<file path="config.mk">
export PLATFORM = sky130hd
export DESIGN_NAME = rgb_to_hsv_converter
export DESIGN_NICKNAME = d
export VERILOG_FILES = /design/src/hdl/rgb2hsv_pkg.sv /design/src/hdl/rgb_to_hsv_converter.sv /design/src/hdl/rgb2hsv_front.sv /design/src/hdl/rgb2hsv_queue.sv /design/src/hdl/rgb2hsv_back.sv
export VERILOG_INCLUDE_DIRS = /design/src /design/src/hdl
export SDC_FILE = /design/constraint.sdc
export NUM_CORES = 2
export LEC_CHECK = 0
export BUFFER_PORTS_ARGS = -buffer_cell sky130_fd_sc_hd__buf_2
export CORE_MARGIN = 2
export CORE_UTILIZATION = 50
export CTS_CLUSTER_SIZE = 24
export DETAILED_ROUTE_END_ITERATION = 7
export GPL_TIMING_DRIVEN = 1
export MAX_ROUTING_LAYER = met4
export PLACE_DENSITY = 0.66
export SYNTH_ARGS = -nofsm -noshare
export SYNTH_HDL_FRONTEND = slang
export SYNTH_HIERARCHICAL = 1
export SYNTH_SLANG_ARGS = --single-unit
</file>
<file path="constraint.sdc">
create_clock -name clk -period 77.7 [get_ports clk]
set_input_delay 11.655 -clock clk [delete_from_list [all_inputs] [get_ports clk]]
set_output_delay 11.655 -clock clk [all_outputs]
set_load 0.05 [all_outputs]
</file>
<file path="src/hdl/rgb_to_hsv_converter_defines.svh">
// Assertion helpers for the RGB to HSV converter.
// Both sample on the rising edge of clk and are off while rst_n is low.
`ifndef RGB_TO_HSV_CONVERTER_DEFINES_SVH
`define RGB_TO_HSV_CONVERTER_DEFINES_SVH

// Property that must hold at every edge.
`define RHC_ASSERT_ALWAYS(lbl, prop, msg) \
  lbl: assert property (@(posedge clk) disable iff (!rst_n) (prop)) else $error(msg);

// Consequence that must hold in the cycle after the trigger.
`define RHC_ASSERT_NEXT(lbl, ante, cons, msg) \
  lbl: assert property (@(posedge clk) disable iff (!rst_n) (ante) |=> (cons)) else $error(msg);

`endif

</file>
<file path="src/hdl/rgb2hsv_pkg.sv">
`default_nettype none
package rgb2hsv_pkg;

  localparam int CHANNEL_BITS_DEF = 8;
  localparam int HUE_BITS_DEF     = 16;
  // saturation is scaled by 2^SAT_BITS - 1
  localparam int SAT_BITS         = 16;
  localparam int QUEUE_DEPTH      = 4;

  typedef struct packed {
    logic full;
    logic empty;
  } q_stat_t;

endpackage
`default_nettype wire

</file>
<file path="src/hdl/rgb_to_hsv_converter.sv">
// An accepted item passes the front register, the queue and then the divider stages in turn.
// Throughput: one item per clock while out_stall is low; the divider pipeline advances
// whenever its last stage is free. The four-entry queue between classifier and dividers
// absorbs output stall back-pressure. Reset: synchronous, active-low rst_n clears all valid
// bits, queue pointers and the count; data registers are not reset.
`default_nettype none
`include "rgb_to_hsv_converter_defines.svh"
module rgb_to_hsv_converter #(
  parameter int CHANNEL_BITS = rgb2hsv_pkg::CHANNEL_BITS_DEF,
  parameter int HUE_BITS     = rgb2hsv_pkg::HUE_BITS_DEF
) (
  input  wire logic                        clk,
  input  wire logic                        rst_n,
  input  wire logic                        in_valid,
  output logic                             in_stall,
  input  wire logic [CHANNEL_BITS-1:0]     in_red,
  input  wire logic [CHANNEL_BITS-1:0]     in_green,
  input  wire logic [CHANNEL_BITS-1:0]     in_blue,
  input  wire logic [CHANNEL_BITS-1:0]     in_alpha,
  output logic                             out_valid,
  input  wire logic                        out_stall,
  output logic [HUE_BITS-1:0]              out_hue,
  output logic [rgb2hsv_pkg::SAT_BITS-1:0] out_saturation,
  output logic [CHANNEL_BITS-1:0]          out_brightness,
  output logic [CHANNEL_BITS-1:0]          out_alpha_out
);
  import rgb2hsv_pkg::*;

  localparam int CB = CHANNEL_BITS;
  localparam int HW = CHANNEL_BITS + 3;
  localparam int DW = CHANNEL_BITS + SAT_BITS;
  // queue entry: hue numerator, hue divisor, sat dividend, sat divisor, max, alpha
  localparam int QW = 2 * HW + DW + 3 * CB;

  q_stat_t       q_stat;
  logic          q_push, q_pop;
  logic [QW-1:0] q_wr, q_rd;

  // front classifier outputs
  logic [HW-1:0] fe_hue_num, fe_hue_div;
  logic [DW-1:0] fe_sat_dvd;
  logic [CB-1:0] fe_sat_div, fe_bright, fe_alpha;

  // back divider inputs
  logic [HW-1:0] be_hue_num, be_hue_div;
  logic [DW-1:0] be_sat_dvd;
  logic [CB-1:0] be_sat_div, be_bright, be_alpha;

  // Front: max/min, sector, hue and saturation dividends and divisors; one register stage.
  rgb2hsv_front #(
    .CHANNEL_BITS(CHANNEL_BITS)
  ) u_front (
    .clk      (clk),
    .rst_n    (rst_n),
    .in_valid (in_valid),
    .in_stall (in_stall),
    .in_red   (in_red),
    .in_green (in_green),
    .in_blue  (in_blue),
    .in_alpha (in_alpha),
    .q_stat   (q_stat),
    .push     (q_push),
    .hue_num  (fe_hue_num),
    .hue_div  (fe_hue_div),
    .sat_dvd  (fe_sat_dvd),
    .sat_div  (fe_sat_div),
    .bright   (fe_bright),
    .alpha    (fe_alpha)
  );

  assign q_wr = {fe_hue_num, fe_hue_div, fe_sat_dvd, fe_sat_div, fe_bright, fe_alpha};

  // Short queue decoupling the classifier from the divider pipeline.
  rgb2hsv_queue #(
    .W(QW)
  ) u_queue (
    .clk     (clk),
    .rst_n   (rst_n),
    .push    (q_push),
    .wr_data (q_wr),
    .pop     (q_pop),
    .rd_data (q_rd),
    .stat    (q_stat)
  );

  assign {be_hue_num, be_hue_div, be_sat_dvd, be_sat_div, be_bright, be_alpha} = q_rd;

  // Back: two bit-per-stage restoring dividers running side by side;
  // the last stage is the output register.
  rgb2hsv_back #(
    .CHANNEL_BITS(CHANNEL_BITS),
    .HUE_BITS    (HUE_BITS)
  ) u_back (
    .clk            (clk),
    .rst_n          (rst_n),
    .q_stat         (q_stat),
    .pop            (q_pop),
    .hue_num        (be_hue_num),
    .hue_div        (be_hue_div),
    .sat_dvd        (be_sat_dvd),
    .sat_div        (be_sat_div),
    .bright         (be_bright),
    .alpha          (be_alpha),
    .out_valid      (out_valid),
    .out_stall      (out_stall),
    .out_hue        (out_hue),
    .out_saturation (out_saturation),
    .out_brightness (out_brightness),
    .out_alpha_out  (out_alpha_out)
  );

  // The queue status flags are exclusive.
  `RHC_ASSERT_ALWAYS(a_q_flags, !(q_stat.full && q_stat.empty), "queue full and empty")
  // Items are never popped from an empty queue.
  `RHC_ASSERT_ALWAYS(a_pop_nonempty, !q_pop || !q_stat.empty, "pop of empty queue")
  // An accepted item is held by the front stage on the next cycle.
  `RHC_ASSERT_NEXT(a_front_load, in_valid && !in_stall, q_push || in_stall, "front lost item")

endmodule
`default_nettype wire

</file>
<file path="src/hdl/rgb2hsv_front.sv">
`default_nettype none
module rgb2hsv_front #(
  parameter int CHANNEL_BITS = 8
) (
  input  wire logic                     clk,
  input  wire logic                     rst_n,
  input  wire logic                     in_valid,
  output logic                          in_stall,
  input  wire logic [CHANNEL_BITS-1:0]  in_red,
  input  wire logic [CHANNEL_BITS-1:0]  in_green,
  input  wire logic [CHANNEL_BITS-1:0]  in_blue,
  input  wire logic [CHANNEL_BITS-1:0]  in_alpha,
  input  wire rgb2hsv_pkg::q_stat_t     q_stat,
  output logic                          push,
  output logic [CHANNEL_BITS+2:0]       hue_num,
  output logic [CHANNEL_BITS+2:0]       hue_div,
  output logic [CHANNEL_BITS+rgb2hsv_pkg::SAT_BITS-1:0] sat_dvd,
  output logic [CHANNEL_BITS-1:0]       sat_div,
  output logic [CHANNEL_BITS-1:0]       bright,
  output logic [CHANNEL_BITS-1:0]       alpha
);
  import rgb2hsv_pkg::*;

  localparam int CB = CHANNEL_BITS;
  localparam int HW = CHANNEL_BITS + 3;
  localparam int DW = CHANNEL_BITS + SAT_BITS;

  logic          valid_r, valid_nxt;
  logic          accept;
  logic [HW-1:0] hue_num_r, hue_num_nxt;
  logic [HW-1:0] hue_div_r, hue_div_nxt;
  logic [DW-1:0] sat_dvd_r, sat_dvd_nxt;
  logic [CB-1:0] sat_div_r, sat_div_nxt;
  logic [CB-1:0] bright_r, bright_nxt;
  logic [CB-1:0] alpha_r;

  logic [CB-1:0] mx, mn, dl;
  logic [HW-1:0] r_w, g_w, b_w, d_w, d6;

  assign in_stall = valid_r && q_stat.full;
  assign accept   = in_valid && !in_stall;
  assign push     = valid_r && !q_stat.full;

  // max, min and sector of the max channel, red first
  always_comb begin
    mx = in_red;
    if (in_green > mx) mx = in_green;
    if (in_blue > mx) mx = in_blue;
    mn = in_red;
    if (in_green < mn) mn = in_green;
    if (in_blue < mn) mn = in_blue;
    dl  = mx - mn;
    r_w = HW'(in_red);
    g_w = HW'(in_green);
    b_w = HW'(in_blue);
    d_w = HW'(dl);
    d6  = (d_w << 2) + (d_w << 1);

    if (in_red == mx) begin
      hue_num_nxt = (in_green >= in_blue) ? (g_w - b_w) : (d6 - b_w + g_w);
    end else if (in_green == mx) begin
      hue_num_nxt = (d_w << 1) + b_w - r_w;
    end else begin
      hue_num_nxt = (d_w << 2) + r_w - g_w;
    end

    // gray and black pixels divide zero by one for hue; black ones also for saturation
    hue_div_nxt = (dl == '0) ? HW'(1) : d6;
    sat_div_nxt = (mx == '0) ? CB'(1) : mx;
    sat_dvd_nxt = {dl, {SAT_BITS{1'b0}}} - DW'(dl);
    bright_nxt  = mx;

    valid_nxt = valid_r;
    if (accept) valid_nxt = 1'b1;
    else if (push) valid_nxt = 1'b0;
  end

  always_ff @(posedge clk) begin
    if (!rst_n) begin
      valid_r <= 1'b0;
    end else begin
      valid_r <= valid_nxt;
    end
  end

  always_ff @(posedge clk) begin
    if (accept) begin
      hue_num_r <= hue_num_nxt;
      hue_div_r <= hue_div_nxt;
      sat_dvd_r <= sat_dvd_nxt;
      sat_div_r <= sat_div_nxt;
      bright_r  <= bright_nxt;
      alpha_r   <= in_alpha;
    end
  end

  assign hue_num = hue_num_r;
  assign hue_div = hue_div_r;
  assign sat_dvd = sat_dvd_r;
  assign sat_div = sat_div_r;
  assign bright  = bright_r;
  assign alpha   = alpha_r;

endmodule
`default_nettype wire

</file>
<file path="src/hdl/rgb2hsv_queue.sv">
`default_nettype none
module rgb2hsv_queue #(
  parameter int W = 8
) (
  input  wire logic                 clk,
  input  wire logic                 rst_n,
  input  wire logic                 push,
  input  wire logic [W-1:0]         wr_data,
  input  wire logic                 pop,
  output logic [W-1:0]              rd_data,
  output rgb2hsv_pkg::q_stat_t      stat
);
  import rgb2hsv_pkg::*;

  localparam int PW = (QUEUE_DEPTH > 1) ? $clog2(QUEUE_DEPTH) : 1;
  localparam int CW = $clog2(QUEUE_DEPTH + 1);

  logic [W-1:0]  mem_r [QUEUE_DEPTH];
  logic [PW-1:0] wr_ptr_r, wr_ptr_nxt;
  logic [PW-1:0] rd_ptr_r, rd_ptr_nxt;
  logic [CW-1:0] count_r, count_nxt;
  logic          do_push, do_pop;

  assign stat.full  = (count_r == CW'(QUEUE_DEPTH));
  assign stat.empty = (count_r == '0);
  assign do_push    = push && !stat.full;
  assign do_pop     = pop && !stat.empty;
  assign rd_data    = mem_r[rd_ptr_r];

  always_comb begin
    wr_ptr_nxt = wr_ptr_r;
    rd_ptr_nxt = rd_ptr_r;
    count_nxt  = count_r;
    if (do_push) begin
      wr_ptr_nxt = (wr_ptr_r == PW'(QUEUE_DEPTH - 1)) ? '0 : wr_ptr_r + 1'b1;
    end
    if (do_pop) begin
      rd_ptr_nxt = (rd_ptr_r == PW'(QUEUE_DEPTH - 1)) ? '0 : rd_ptr_r + 1'b1;
    end
    if (do_push && !do_pop) count_nxt = count_r + 1'b1;
    else if (do_pop && !do_push) count_nxt = count_r - 1'b1;
  end

  always_ff @(posedge clk) begin
    if (!rst_n) begin
      wr_ptr_r <= '0;
      rd_ptr_r <= '0;
      count_r  <= '0;
    end else begin
      wr_ptr_r <= wr_ptr_nxt;
      rd_ptr_r <= rd_ptr_nxt;
      count_r  <= count_nxt;
    end
  end

  always_ff @(posedge clk) begin
    if (do_push) begin
      mem_r[wr_ptr_r] <= wr_data;
    end
  end

endmodule
`default_nettype wire

</file>
<file path="src/hdl/rgb2hsv_back.sv">
`default_nettype none
module rgb2hsv_back #(
  parameter int CHANNEL_BITS = 8,
  parameter int HUE_BITS     = 16
) (
  input  wire logic                     clk,
  input  wire logic                     rst_n,
  input  wire rgb2hsv_pkg::q_stat_t     q_stat,
  output logic                          pop,
  input  wire logic [CHANNEL_BITS+2:0]  hue_num,
  input  wire logic [CHANNEL_BITS+2:0]  hue_div,
  input  wire logic [CHANNEL_BITS+rgb2hsv_pkg::SAT_BITS-1:0] sat_dvd,
  input  wire logic [CHANNEL_BITS-1:0]  sat_div,
  input  wire logic [CHANNEL_BITS-1:0]  bright,
  input  wire logic [CHANNEL_BITS-1:0]  alpha,
  output logic                          out_valid,
  input  wire logic                     out_stall,
  output logic [HUE_BITS-1:0]           out_hue,
  output logic [rgb2hsv_pkg::SAT_BITS-1:0] out_saturation,
  output logic [CHANNEL_BITS-1:0]       out_brightness,
  output logic [CHANNEL_BITS-1:0]       out_alpha_out
);
  import rgb2hsv_pkg::*;

  localparam int CB    = CHANNEL_BITS;
  localparam int HW    = CHANNEL_BITS + 3;
  localparam int SB    = SAT_BITS;
  localparam int STEPS = (HUE_BITS > SAT_BITS) ? HUE_BITS : SAT_BITS;

  // one quotient bit of each divider per stage, up to that divider's width
  logic                v_r    [STEPS];
  logic [HW-1:0]       hrem_r [STEPS];
  logic [HW-1:0]       hdiv_r [STEPS];
  logic [HUE_BITS-1:0] hq_r   [STEPS];
  logic [CB-1:0]       srem_r [STEPS];
  logic [SB-1:0]       slo_r  [STEPS];
  logic [CB-1:0]       sdiv_r [STEPS];
  logic [SB-1:0]       sq_r   [STEPS];
  logic [CB-1:0]       brt_r  [STEPS];
  logic [CB-1:0]       alp_r  [STEPS];

  logic adv;

  assign adv = !v_r[STEPS-1] || !out_stall;
  assign pop = adv && !q_stat.empty;

  for (genvar s = 0; s < STEPS; s++) begin : g_stage
    logic                v_in;
    logic [HW-1:0]       hrem_in, hdiv_in;
    logic [HUE_BITS-1:0] hq_in;
    logic [CB-1:0]       srem_in, sdiv_in, brt_in, alp_in;
    logic [SB-1:0]       slo_in, sq_in;

    logic [HW:0]         ht;
    logic [CB:0]         st;
    logic                hge, sge;
    logic [HW-1:0]       hrem_nxt;
    logic [HUE_BITS-1:0] hq_nxt;
    logic [CB-1:0]       srem_nxt;
    logic [SB-1:0]       slo_nxt, sq_nxt;

    if (s == 0) begin : g_head
      always_comb begin
        v_in    = !q_stat.empty;
        hrem_in = hue_num;
        hdiv_in = hue_div;
        hq_in   = '0;
        srem_in = sat_dvd[CB+SB-1:SB];
        slo_in  = sat_dvd[SB-1:0];
        sdiv_in = sat_div;
        sq_in   = '0;
        brt_in  = bright;
        alp_in  = alpha;
      end
    end else begin : g_body
      always_comb begin
        v_in    = v_r[s-1];
        hrem_in = hrem_r[s-1];
        hdiv_in = hdiv_r[s-1];
        hq_in   = hq_r[s-1];
        srem_in = srem_r[s-1];
        slo_in  = slo_r[s-1];
        sdiv_in = sdiv_r[s-1];
        sq_in   = sq_r[s-1];
        brt_in  = brt_r[s-1];
        alp_in  = alp_r[s-1];
      end
    end

    // restoring division step; stages past a divider's width pass through
    always_comb begin
      ht  = {hrem_in, 1'b0};
      hge = (ht >= {1'b0, hdiv_in});
      st  = {srem_in, slo_in[SB-1]};
      sge = (st >= {1'b0, sdiv_in});
      if (s < HUE_BITS) begin
        hrem_nxt = hge ? HW'(ht - {1'b0, hdiv_in}) : HW'(ht);
        hq_nxt   = {hq_in[HUE_BITS-2:0], hge};
      end else begin
        hrem_nxt = hrem_in;
        hq_nxt   = hq_in;
      end
      if (s < SB) begin
        srem_nxt = sge ? CB'(st - {1'b0, sdiv_in}) : CB'(st);
        slo_nxt  = {slo_in[SB-2:0], 1'b0};
        sq_nxt   = {sq_in[SB-2:0], sge};
      end else begin
        srem_nxt = srem_in;
        slo_nxt  = slo_in;
        sq_nxt   = sq_in;
      end
    end

    always_ff @(posedge clk) begin
      if (!rst_n) begin
        v_r[s] <= 1'b0;
      end else if (adv) begin
        v_r[s] <= v_in;
      end
    end

    always_ff @(posedge clk) begin
      if (adv) begin
        hrem_r[s] <= hrem_nxt;
        hdiv_r[s] <= hdiv_in;
        hq_r[s]   <= hq_nxt;
        srem_r[s] <= srem_nxt;
        slo_r[s]  <= slo_nxt;
        sdiv_r[s] <= sdiv_in;
        sq_r[s]   <= sq_nxt;
        brt_r[s]  <= brt_in;
        alp_r[s]  <= alp_in;
      end
    end
  end

  assign out_valid      = v_r[STEPS-1];
  assign out_hue        = hq_r[STEPS-1];
  assign out_saturation = sq_r[STEPS-1];
  assign out_brightness = brt_r[STEPS-1];
  assign out_alpha_out  = alp_r[STEPS-1];

endmodule
`default_nettype wire

</file>
==> impl_metrics.tcl <==
set metrics [dict create \
    seq_area_frac_synth_pct 65.8 \
    grt.overflow.total 0 \
    dr.pass1.iters 5 \
    rsz0062_at_grt "no" \
    cts_hold_buf 0 \
    ys.flop_type "edfxtp_1" \
    syn_nets 5371 \
    timing.setup.tns_ns 0 \
    die_area_sq_um 148000 \
    yosys.cell_types.count 89 \
    synthesis.area_sq_um 72500 \
    cp_slowest_cell "xnor2_1" \
    hold_violations 0 \
    synth_seq_cells 1593 \
    gp_congestion 0.901 \
    die_h_um 385 \
    core.rowCount 139 \
    max_stage_delay_ns 0.74 \
    vias_per_cell 5.35 \
    cp-end-kind "flip-flop" \
    cp_top_family "compound AO/OA/AOI/OAI gates" \
    dp_cells 6819 \
    r2r-start "u_back/v_r[15]" \
    drive_gt1_share_pct 12.0 \
    tightest_slew_ns 1.08 \
    clockRootBuffer "clkbuf_16" \
    period_minus_slack_ns 20.22 \
    slew_headroom_pct 27.8 \
    cts_buffers 163 \
    nNetsFinal 5566 \
    r2r_setup_slack_ns 72.02 \
    worst_setup_path_start_kind "input port" \
    num_antenna_cells 0 \
    cp.arrival_ns 20.87 \
    setup_viol 0 \
    drt-initial-drc-count 2533 \
    syn-mean-instance-area_sq_um 14.8 \
    initial_core_util_pct 50.4 \
    final_antenna_net_count 0 \
    post_cts_buffers 0 \
    async_flop_share_pct 0 \
    crit_path_max_fanout 16 \
    synth_cells 4886 \
    cp_data_required_time_ns 78.34 \
    drv_slew 0 \
    ios 86 \
    clock-sinks 1593 \
    crit_path_end "u_front/hue_num[10]" \
    finalWirelength_um 125000 \
    dr_total_vias 38066 \
    period_share_pct 26.0 \
    grt_use_total_pct 17.6 \
    worst-r2r-cell-count 6 \
    hold_slack_ns 0.386 \
    grt_max_degree 183 \
    instances_no_fill 7121 \
    maxCapViolations 0 \
    setup.worst_path.start "in_red[4]" \
    status "finished, final reports clean" \
    finClkSkew_ns 0.0463 \
    clock.fmax_ghz 0.0495 \
    grt_antenna_before_repair 0 \
    wire_per_inst_um 17.5 \
    core_area_sq_um 144000 \
    post-route-drc-count 0 \
    h-tree-depth 4 \
    grt_pass1_vias 38228 \
    io_buffers 85 \
    clockBufferDepth 3 \
    synth_edf_count 1582 \
    crit-reg2reg-capture "u_back/srem_r[1][0]" \
    path_buf_inv 5 \
    hpwl_um 85700 \
    syn2layout_area_growth_pct 10.8 \
    cts_tree "yes" \
    cpMostUsedCell "a21oi_1" \
    yosys_warnings 6 \
    cp_num_cells 34 \
    clk_pin_slew_ns 0.06 \
    hp-class "flip-flop to flip-flop" \
    worstSetupPathType "input port to flip-flop" \
    clock_latency_ns 0.80 \
    grt_pass1_wl_um 202000 \
    die_x_um 385 \
    cts_resized 0 \
]
worst reg2reg max path, stage by stage, from the launching register on:
cell,delay [ns]
edfxtp_1,0.50
nand2_4,0.52
buf_4,0.89
buf_4,0.79
buf_4,0.72
buf_4,0.87
buf_4,0.90
flip-flops by register name, summed over array words and instances, names as in the netlist, 11 cells and up, named ones only:
signal	cells
u_back/brt_r	128
u_front/hue_num	11
u_back/hq_r	136
u_back/sdiv_r	120
u_front/sat_dvd	23
u_back/sq_r	136
u_back/alp_r	128
u_front/hue_div	11
u_back/srem_r	120
u_back/hdiv_r	165
u_queue/mem_r	280
u_back/hrem_r	165
u_back/v_r	16
u_back/slo_r	120
cells by family (layout without fill, tap and decap cells):
group	count (synthesis)	after routing	synth area share (%)
flip-flops	1593	1593	65.8
AO/OA/AOI/OAI	982	982	8.72
XOR/XNOR	205	205	2.52
multiplexers	261	261	5.58
AND/OR/NAND/NOR	765	765	5.29
adder cells (fa/ha/maj)	451	451	8.37
buffers and inverters	629	961	3.70
final cells by class:
cell class,count,area (sq um)
Clock buffer,200,4260
Timing Repair Buffer,113,648
Inverter,546,2050
Clock inverter,102,1140
Tap cell,1903,2380
Sequential cell,1593,47700
Fill cell,11260,63500
Multi-Input combinational cell,2664,22100
worst min path at each step:
stage	from	end	slack, ns	cells past startpoint
after CTS	u_back/sq_r[0][32]	u_back/sq_r[0][49]	0.38	0
after floorplan	u_back/alp_r[0][2]	u_back/alp_r[0][10]	0.40	0
final	u_back/sq_r[0][32]	u_back/sq_r[0][49]	0.39	0
after detailed placement	u_back/alp_r[0][2]	u_back/alp_r[0][10]	0.40	0
after global placement	u_back/alp_r[0][35]	u_back/alp_r[0][43]	0.40	0
after global routing	u_back/sq_r[0][32]	u_back/sq_r[0][49]	0.39	0
per-stage QoR:
step | worst slack (ns) | area (sq um) | utilization (%)
floorplan | 30.34 | 72500 | -
global placement | 56.80 | 74900 | 52.1
detailed placement | 56.77 | 74900 | 52.1
CTS | 57.62 | 80300 | 55.8
global route | 56.91 | 80300 | 55.8
finish | 57.48 | 80300 | 55.8
per-layer routing:
metal	part of all wire, %	routed length, um	track usage [%]	up-vias
li1	-	-	-	18669
met4	2.4	3050	5.33	0
met1	45	55900	22.7	18565
met2	49	61300	28.9	631
met3	3.7	4600	2.87	201
met5	0	0	-	-
placed cells by master, fill, tap and decap left out, types with 55 or more instances in the layout:
cell type and n:
buf_2 85, mux2_4 95, o21ai_0 207, nand2_1 123
nand2b_1 55, xor2_1 65, nor2_1 273, inv_1 544
clkbuf_16 165, nor2b_1 56, a21o_1 79, ha_1 392
a21oi_1 274, fa_1 57, edfxtp_1 1582, xnor2_1 138
o21a_1 56, mux4_2 70
synth_stat cells (all sizes together), types with 56 or more instances:
cell type,count,area share [%]
buf,69,0.80
o21ai,236,1.6
mux4,70,2.2
a21o,79,0.82
nor2,274,1.4
xnor2,138,1.7
inv,546,2.8
a21oi,280,2.0
xor2,65,0.79
edfxtp,1582,66
mux2,159,3.0
nand2,125,0.66
fa,57,1.6
ha,392,6.8
nor2b,57,0.49
o21a,56,0.58
Power is not shown: default switching activity piles up to over one toggle a cycle in this logic, so the estimate is an artifact.
